$ cat src/hcd_pkg.sv
// Shared types and constants for the HTTP chunked-transfer decoder.
// No dependencies; imported by every module of the block.
`default_nettype none

package hcd_pkg;

    // Default width of the chunk size counter
    localparam int SIZE_BITS_DEF = 32;

    // Depth of the queue between front and back (power of two, at least 2)
    localparam int QUEUE_DEPTH = 2;

    // Byte codes of interest
    localparam logic [7:0] BYTE_LF = 8'h0A;
    localparam logic [7:0] BYTE_CR = 8'h0D;

    // Classified byte handed from front to back
    typedef struct packed {
        logic [7:0] data;     // raw byte
        logic       is_lf;
        logic       is_cr;
        logic       is_hex;
        logic [3:0] hex_val;  // digit value, meaningful when is_hex
    } item_t;

    // Decoder phase
    typedef enum logic [2:0] {
        PH_SIZE    = 3'd0,
        PH_DATA    = 3'd1,
        PH_SKIP1   = 3'd2,
        PH_SKIP2   = 3'd3,
        PH_TRAILER = 3'd4
    } phase_t;

endpackage : hcd_pkg

`default_nettype wire

$ cat src/http_chunked_decoder_core.sv
// Top level of the HTTP chunked-transfer decoder: front classifier, queue, back end.
// Depends on hcd_pkg, hcd_front, hcd_queue and hcd_back.
//
//  channel | dir | tdata            | tuser
//  --------+-----+------------------+------------------------------------
//  s_*     | in  | in_byte [7:0]    | -
//  m_*     | out | out_byte [7:0]   | message_done [0], size_error [1]
//
// One byte per clock is sustained while the output is not stalled; an accepted
// byte is written to the queue, and bytes that yield a result then pass on to the output register.
// The back end takes one queued byte per cycle; only bytes that yield a
// result wait for the output register to be free.
// Reset (rst_n low, asynchronous) empties the queue and output and rearms
// the decoder for a new message.
`default_nettype none

module http_chunked_decoder_core #(
    parameter int SIZE_BITS = hcd_pkg::SIZE_BITS_DEF
) (
    input  wire logic       clk,
    input  wire logic       rst_n,
    input  wire logic       s_tvalid,
    output logic            s_tready,
    input  wire logic [7:0] s_tdata,   // [7:0] in_byte
    output logic            m_tvalid,
    input  wire logic       m_tready,
    output logic [7:0]      m_tdata,   // [7:0] out_byte
    output logic [1:0]      m_tuser    // [0] message_done, [1] size_error
);
    import hcd_pkg::*;

    item_t  front_item;
    item_t  q_item;
    logic   q_valid;
    logic   q_ready;

    hcd_front u_front (
        .in_byte (s_tdata),
        .item    (front_item)
    );

    hcd_queue #(
        .DEPTH (QUEUE_DEPTH)
    ) u_queue (
        .clk      (clk),
        .rst_n    (rst_n),
        .wr_valid (s_tvalid),
        .wr_ready (s_tready),
        .wr_item  (front_item),
        .rd_valid (q_valid),
        .rd_ready (q_ready),
        .rd_item  (q_item)
    );

    hcd_back #(
        .SIZE_BITS (SIZE_BITS)
    ) u_back (
        .clk      (clk),
        .rst_n    (rst_n),
        .q_valid  (q_valid),
        .q_ready  (q_ready),
        .q_item   (q_item),
        .m_tvalid (m_tvalid),
        .m_tready (m_tready),
        .m_tdata  (m_tdata),
        .m_tuser  (m_tuser)
    );

endmodule : http_chunked_decoder_core

`default_nettype wire

$ cat src/hcd_front.sv
// Front end: classifies each incoming byte (LF, CR, hex digit and its value).
// Depends on hcd_pkg.
`default_nettype none

module hcd_front (
    input  wire logic [7:0]     in_byte,
    output hcd_pkg::item_t      item
);
    import hcd_pkg::*;

    logic is_dec;
    logic is_lower;
    logic is_upper;

    // hex digit ranges
    always_comb
    begin
        is_dec   = (in_byte >= 8'h30) && (in_byte <= 8'h39);
        is_lower = (in_byte >= 8'h61) && (in_byte <= 8'h66);
        is_upper = (in_byte >= 8'h41) && (in_byte <= 8'h46);
    end

    // build the classified item
    always_comb
    begin
        item.data   = in_byte;
        item.is_lf  = (in_byte == BYTE_LF);
        item.is_cr  = (in_byte == BYTE_CR);
        item.is_hex = is_dec || is_lower || is_upper;
        // letters: low nibble 1..6 maps to 10..15
        item.hex_val = is_dec ? in_byte[3:0] : (in_byte[3:0] + 4'd9);
    end

endmodule : hcd_front

`default_nettype wire

$ cat src/hcd_queue.sv
// Short first-in first-out queue of classified bytes between front and back.
// Depends on hcd_pkg.
`default_nettype none

module hcd_queue #(
    parameter int DEPTH = hcd_pkg::QUEUE_DEPTH
) (
    input  wire logic           clk,
    input  wire logic           rst_n,
    input  wire logic           wr_valid,
    output logic                wr_ready,
    input  wire hcd_pkg::item_t wr_item,
    output logic                rd_valid,
    input  wire logic           rd_ready,
    output hcd_pkg::item_t      rd_item
);
    import hcd_pkg::*;

    localparam int AW = (DEPTH > 1) ? $clog2(DEPTH) : 1;
    localparam int CW = $clog2(DEPTH + 1);

    item_t           slot_reg [DEPTH];
    logic [AW-1:0]   wr_ptr_reg;
    logic [AW-1:0]   rd_ptr_reg;
    logic [CW-1:0]   count_reg;
    logic            do_wr;
    logic            do_rd;

    // handshake
    assign wr_ready = (count_reg != CW'(DEPTH));
    assign rd_valid = (count_reg != '0);
    assign do_wr    = wr_valid && wr_ready;
    assign do_rd    = rd_valid && rd_ready;
    assign rd_item  = slot_reg[rd_ptr_reg];

    // storage
    always_ff @(posedge clk)
    begin
        if (do_wr)
        begin
            slot_reg[wr_ptr_reg] <= wr_item;
        end
    end

    // pointers and fill count
    always_ff @(posedge clk or negedge rst_n)
    begin
        if (!rst_n)
        begin
            wr_ptr_reg <= '0;
            rd_ptr_reg <= '0;
            count_reg  <= '0;
        end
        else
        begin
            if (do_wr)
            begin
                wr_ptr_reg <= wr_ptr_reg + AW'(1);
            end
            if (do_rd)
            begin
                rd_ptr_reg <= rd_ptr_reg + AW'(1);
            end
            if (do_wr && !do_rd)
            begin
                count_reg <= count_reg + CW'(1);
            end
            else if (do_rd && !do_wr)
            begin
                count_reg <= count_reg - CW'(1);
            end
        end
    end

endmodule : hcd_queue

`default_nettype wire

$ cat src/hcd_back.sv
// Back end: chunk state machine, size counter and registered result output.
// Depends on hcd_pkg.
`default_nettype none

module hcd_back #(
    parameter int SIZE_BITS = hcd_pkg::SIZE_BITS_DEF
) (
    input  wire logic           clk,
    input  wire logic           rst_n,
    input  wire logic           q_valid,
    output logic                q_ready,
    input  wire hcd_pkg::item_t q_item,
    output logic                m_tvalid,
    input  wire logic           m_tready,
    output logic [7:0]          m_tdata,
    output logic [1:0]          m_tuser
);
    import hcd_pkg::*;

    phase_t                phase_reg,       phase_next;
    logic [SIZE_BITS-1:0]  bytes_left_reg,  bytes_left_next;
    logic                  size_ended_reg,  size_ended_next;
    logic                  overflow_reg,    overflow_next;
    logic                  line_empty_reg,  line_empty_next;

    logic                  out_valid_reg;
    logic [7:0]            out_byte_reg;
    logic                  out_done_reg;
    logic                  out_err_reg;

    logic                  left_zero;
    logic                  left_one;
    logic                  emit;
    logic                  emit_done;
    logic                  out_free;
    logic                  fire;

    assign left_zero = (bytes_left_reg == '0);
    assign left_one  = (bytes_left_reg == SIZE_BITS'(1));

    // does the head request produce a result
    always_comb
    begin
        emit_done = (phase_reg == PH_SIZE) && q_item.is_lf && left_zero;
        emit      = (phase_reg == PH_DATA) || emit_done;
    end

    // take a request when the output slot is free or it yields nothing
    assign out_free = !out_valid_reg || m_tready;
    assign q_ready  = out_free || !emit;
    assign fire     = q_valid && q_ready;

    // next phase
    always_comb
    begin
        phase_next = phase_reg;
        if (fire)
        begin
            unique case (phase_reg)
                PH_SIZE:
                begin
                    if (q_item.is_lf)
                    begin
                        phase_next = left_zero ? PH_TRAILER : PH_DATA;
                    end
                end
                PH_DATA:
                begin
                    if (left_one)
                    begin
                        phase_next = PH_SKIP1;
                    end
                end
                PH_SKIP1:   phase_next = PH_SKIP2;
                PH_SKIP2:   phase_next = PH_SIZE;
                PH_TRAILER:
                begin
                    if (q_item.is_lf && line_empty_reg)
                    begin
                        phase_next = PH_SIZE;
                    end
                end
                default:    phase_next = PH_SIZE;
            endcase
        end
    end

    // counter and flags
    always_comb
    begin
        bytes_left_next = bytes_left_reg;
        size_ended_next = size_ended_reg;
        overflow_next   = overflow_reg;
        line_empty_next = line_empty_reg;
        if (fire)
        begin
            unique case (phase_reg)
                PH_SIZE:
                begin
                    if (q_item.is_lf)
                    begin
                        if (left_zero)
                        begin
                            line_empty_next = 1'b1;
                        end
                    end
                    else if (!size_ended_reg)
                    begin
                        if (!q_item.is_hex)
                        begin
                            size_ended_next = 1'b1;
                        end
                        // a non-zero top nibble means the shift would overflow
                        else if (bytes_left_reg[SIZE_BITS-1 -: 4] != 4'd0)
                        begin
                            bytes_left_next = '1;
                            overflow_next   = 1'b1;
                        end
                        else
                        begin
                            bytes_left_next = {bytes_left_reg[SIZE_BITS-5:0],
                                               q_item.hex_val};
                        end
                    end
                end
                PH_DATA:
                begin
                    bytes_left_next = bytes_left_reg - SIZE_BITS'(1);
                end
                PH_SKIP1:
                begin
                    bytes_left_next = bytes_left_reg;
                end
                PH_SKIP2:
                begin
                    bytes_left_next = '0;
                    size_ended_next = 1'b0;
                end
                PH_TRAILER:
                begin
                    if (q_item.is_lf)
                    begin
                        if (line_empty_reg)
                        begin
                            bytes_left_next = '0;
                            size_ended_next = 1'b0;
                            overflow_next   = 1'b0;
                        end
                        line_empty_next = 1'b1;
                    end
                    else if (!q_item.is_cr)
                    begin
                        line_empty_next = 1'b0;
                    end
                end
                default:
                begin
                    bytes_left_next = '0;
                    size_ended_next = 1'b0;
                    overflow_next   = 1'b0;
                    line_empty_next = 1'b1;
                end
            endcase
        end
    end

    // control state
    always_ff @(posedge clk or negedge rst_n)
    begin
        if (!rst_n)
        begin
            phase_reg      <= PH_SIZE;
            bytes_left_reg <= '0;
            size_ended_reg <= 1'b0;
            overflow_reg   <= 1'b0;
            line_empty_reg <= 1'b1;
            out_valid_reg  <= 1'b0;
        end
        else
        begin
            phase_reg      <= phase_next;
            bytes_left_reg <= bytes_left_next;
            size_ended_reg <= size_ended_next;
            overflow_reg   <= overflow_next;
            line_empty_reg <= line_empty_next;
            if (fire && emit)
            begin
                out_valid_reg <= 1'b1;
            end
            else if (m_tready)
            begin
                out_valid_reg <= 1'b0;
            end
        end
    end

    // result payload
    always_ff @(posedge clk)
    begin
        if (fire && emit)
        begin
            out_byte_reg <= emit_done ? 8'h00 : q_item.data;
            out_done_reg <= emit_done;
            out_err_reg  <= overflow_reg;
        end
    end

    assign m_tvalid = out_valid_reg;
    assign m_tdata  = out_byte_reg;
    assign m_tuser  = {out_err_reg, out_done_reg};

endmodule : hcd_back

`default_nettype wire
$ cat config.mk
export PLATFORM = sky130hd
export DESIGN_NAME = http_chunked_decoder_core
export DESIGN_NICKNAME = d
export VERILOG_FILES = /design/src/hcd_pkg.sv /design/src/http_chunked_decoder_core.sv /design/src/hcd_front.sv /design/src/hcd_queue.sv /design/src/hcd_back.sv
export SDC_FILE = /design/constraint.sdc
export NUM_CORES = 1
export LEC_CHECK = 0
export ABC_AREA = 1
export ABC_CLOCK_PERIOD_IN_PS = 3800
export BUFFER_PORTS_ARGS = -buffer_cell sky130_fd_sc_hd__buf_2
export CAP_MARGIN = 40
export CORE_MARGIN = 3
export CORE_UTILIZATION = 52
export DETAILED_ROUTE_END_ITERATION = 10
export PLACE_DENSITY_LB_ADDON = 0.12
export SETUP_SLACK_MARGIN = 0.05
export SYNTH_ARGS = -nofsm -noshare
export SYNTH_HDL_FRONTEND = slang
export SYNTH_SLANG_ARGS = --single-unit
$ cat constraint.sdc
create_clock -name clk -period 3.8 [get_ports clk]
set_clock_uncertainty 0.15 [all_clocks]
set_input_delay 0.38 -clock clk [delete_from_list [all_inputs] [get_ports clk]]
set_output_delay 0.38 -clock clk [all_outputs]
set_load 0.03 [all_outputs]
==> flow_summary.ini <==
[cts]
clk_pin_slew_worst_paths_ns = 0.10
worstSkewPairLatency_ns = 0.36
cts_made_buffers = 9
ctsHtreeMaxLevel = 3
cts_tree = done
cts.sinks = 83
cts_buffer_depth = 2
cts_root_buffer = clkbuf_8
cts_resized = 0

[placed_design]
pre_cts_slack_ns = 0.9503
dpl.hpwl_um = 8377
dpl.cell_count = 809
placed_cell_area_um2 = 5343
io_buffers = 23
place_congestion = 0.8832

[final_layout]
fillers = 861
fin_cells = 826
final_common_cell = nand2_1
nets = 712
final_cell_mix = nand2_1 (199), nor2_1 (89), inv_1 (51), o21ai_0 (48)
largest_register_ffs = 32
diodes = 0
syn_to_final_growth_pct = 8.159
drive_gt1_share_pct = 12.05
fin_util_pct = 59.02
fin_area_um2 = 5557

[detailed_routing]
num_vias = 4576
routed_wl_um = 12330
ant_nets = 0
drt_first_pass_iters = 5
routed_via_density = 5.540
drtIter0Drc = 342
drc_errors = 0
wl_per_cell_um = 14.93

[hold_path]
min_delay_path_depth = 2
min_path_type = in -> reg

[timing]
rsz0062_at_grt = no
slew_violations = 0
final-hold-violation-count = 0
worst_slew_pin_slew_ns = 0.7645
hold_ws_ns = 0.03570
setup_tns_ns = 0
post-route-period-util_pct = 74.87
slew_headroom_pct = 48.98
fmax_mhz = 351.5
setup_viol_count_final = 0
period_minus_slack_ns = 2.845
setup_ws_ns = 0.9548

[floorplanning]
start_util_pct = 54.56
pin_count = 24
die_h_um = 105.4
coreArea_um2 = 9415
die_w_um = 105.4
num_rows = 35
dieArea_um2 = 11110

[synth]
synthArstFlopShare_pct = 51.81
netlist_area_um2 = 5137
ys_ff_latch = 83
synth_nets = 696
synth_edf_count = 40
synth.avg_cell_area_um2 = 7.600
syn-instance-count = 676
synth_warnings = 0
synth_sequential_area_ratio_pct = 44.35
ys_types = 41
yosys_most_used_dff = dfrtp_1

[global_route]
grt_max_degree = 36
grt_pass1_vias = 4102
antenna_found_initial = 0
gr-total-overflow = 0
grt_usage_pct = 23.00
grt_pass1_wl_um = 20710

[power]
p_per_area_nw_per_um2 = 930.6
total_power_mw = 5.171
p_leak_nw = 2.556
max-vdd-ir-drop_v = 0.0004889

[setup_path]
reg2regPathDepth = 11
cp_data_required_time_ns = 3.90
critPathArrivalTime_ns = 2.94
criticalPathCategory = reg -> reg
cp-end-kind = flop
startpoint_type = flop
path_max_fanout = 18

[outcome]
status = finished clean

[flow_run]
drv_cap = 0
## cell usage after synthesis (2+ instances only)
library cell / count / share of area (%)
inv_1: 51 / 3.7
nand3_1: 44 / 4.3
nor2_2: 6 / 0.73
a21oi_1: 17 / 1.7
xnor2_1: 2 / 0.34
xor2_1: 6 / 1.0
clkbuf_1: 12 / 0.88
o21ai_0: 48 / 4.7
o31ai_1: 2 / 0.29
nor2_4: 2 / 0.44
nand2_4: 3 / 0.66
nor2_1: 89 / 6.5
edfxtp_1: 40 / 23
nand2_2: 15 / 1.8
inv_2: 2 / 0.15
o21bai_1: 5 / 0.73
buf_4: 2 / 0.29
nor2_8: 2 / 0.78
nand4_1: 44 / 5.4
buf_1: 3 / 0.22
buf_6: 2 / 0.44
nor3_1: 5 / 0.49
or2_2: 2 / 0.24
ha_1: 8 / 1.9
dfrtp_1: 42 / 20
nand2_1: 199 / 15
o21ai_1: 3 / 0.29
buf_2: 7 / 0.68
## power breakdown
| group | internal [mW] | switching, mW | total (mW) |
|---|---|---|---|
| clock | 0.313 | 0.360 | 0.673 |
| sequential | 1.33 | 0.361 | 1.69 |
| combinational | 0.878 | 1.93 | 2.81 |
## layout make-up
type	count	area [um^2]	area share, %
Clock inverter	7	80.08	1.441
Multi-Input combinational cell	512	2512	45.22
Clock buffer	9	123.9	2.229
Inverter	54	202.7	3.648
Tap cell	129	161.4	2.905
Sequential cell	83	2278	41.00
Timing Repair Buffer	32	197.7	3.558
## worst max-delay path: stages, from the launching register on
cell and delay, ns:
dfrtp_1 0.74, o21ai_1 0.23, inv_1 0.14, nor2_1 0.07, nand2_2 0.10, nand2_4 0.08
a21oi_4 0.44, inv_1 0.11, ha_1 0.32, a21oi_1 0.12, o21ai_0 0.11, xnor2_1 0.14
## repair_timing
action,in CTS,in global routing
hold endpoints to repair,19,0
hold buffers,1,0
setup buffers,0,0
## path summary, 6_finish.rpt
kind	start	endpoint	slack [ns]
hold / removal	m_tready	u_back.m_tvalid$_DFFE_PN0P_	0.04
min in group asynchronous	rst_n	u_back.m_tvalid$_DFFE_PN0P_	0.36
setup / recovery	u_queue.rd_ptr_reg$_DFFE_PN0P_	u_queue.count_reg[1]$_DFFE_PN0P_	0.95
setup reg to reg	u_queue.rd_ptr_reg$_DFFE_PN0P_	u_queue.count_reg[1]$_DFFE_PN0P_	0.95
hold reg to reg	u_back.line_empty_reg$_DFFE_PN1P_	u_back.line_empty_reg$_DFFE_PN1P_	0.32
max in group asynchronous	rst_n	u_back.bytes_left_reg[0]$_DFFE_PN0P_	2.62
## cells by family after synthesis
kind of cell / after synthesis / share of synthesized area (%)
compound gates: 82 / 9.085
xor+xnor: 8 / 1.364
fa+ha+maj: 8 / 1.948
buf+inv: 81 / 6.746
flops: 83 / 44.35
simple gates: 414 / 36.51
## layer usage
layer	track usage, %	part of all wire [%]	up-vias
met5	0	0	-
met4	5.998	1.1	0
met3	4.470	6.3	19
met2	33.88	44	147
met1	34.64	49	2137
li1	-	-	2273
Note: power is estimated with default switching activity, not from simulation.
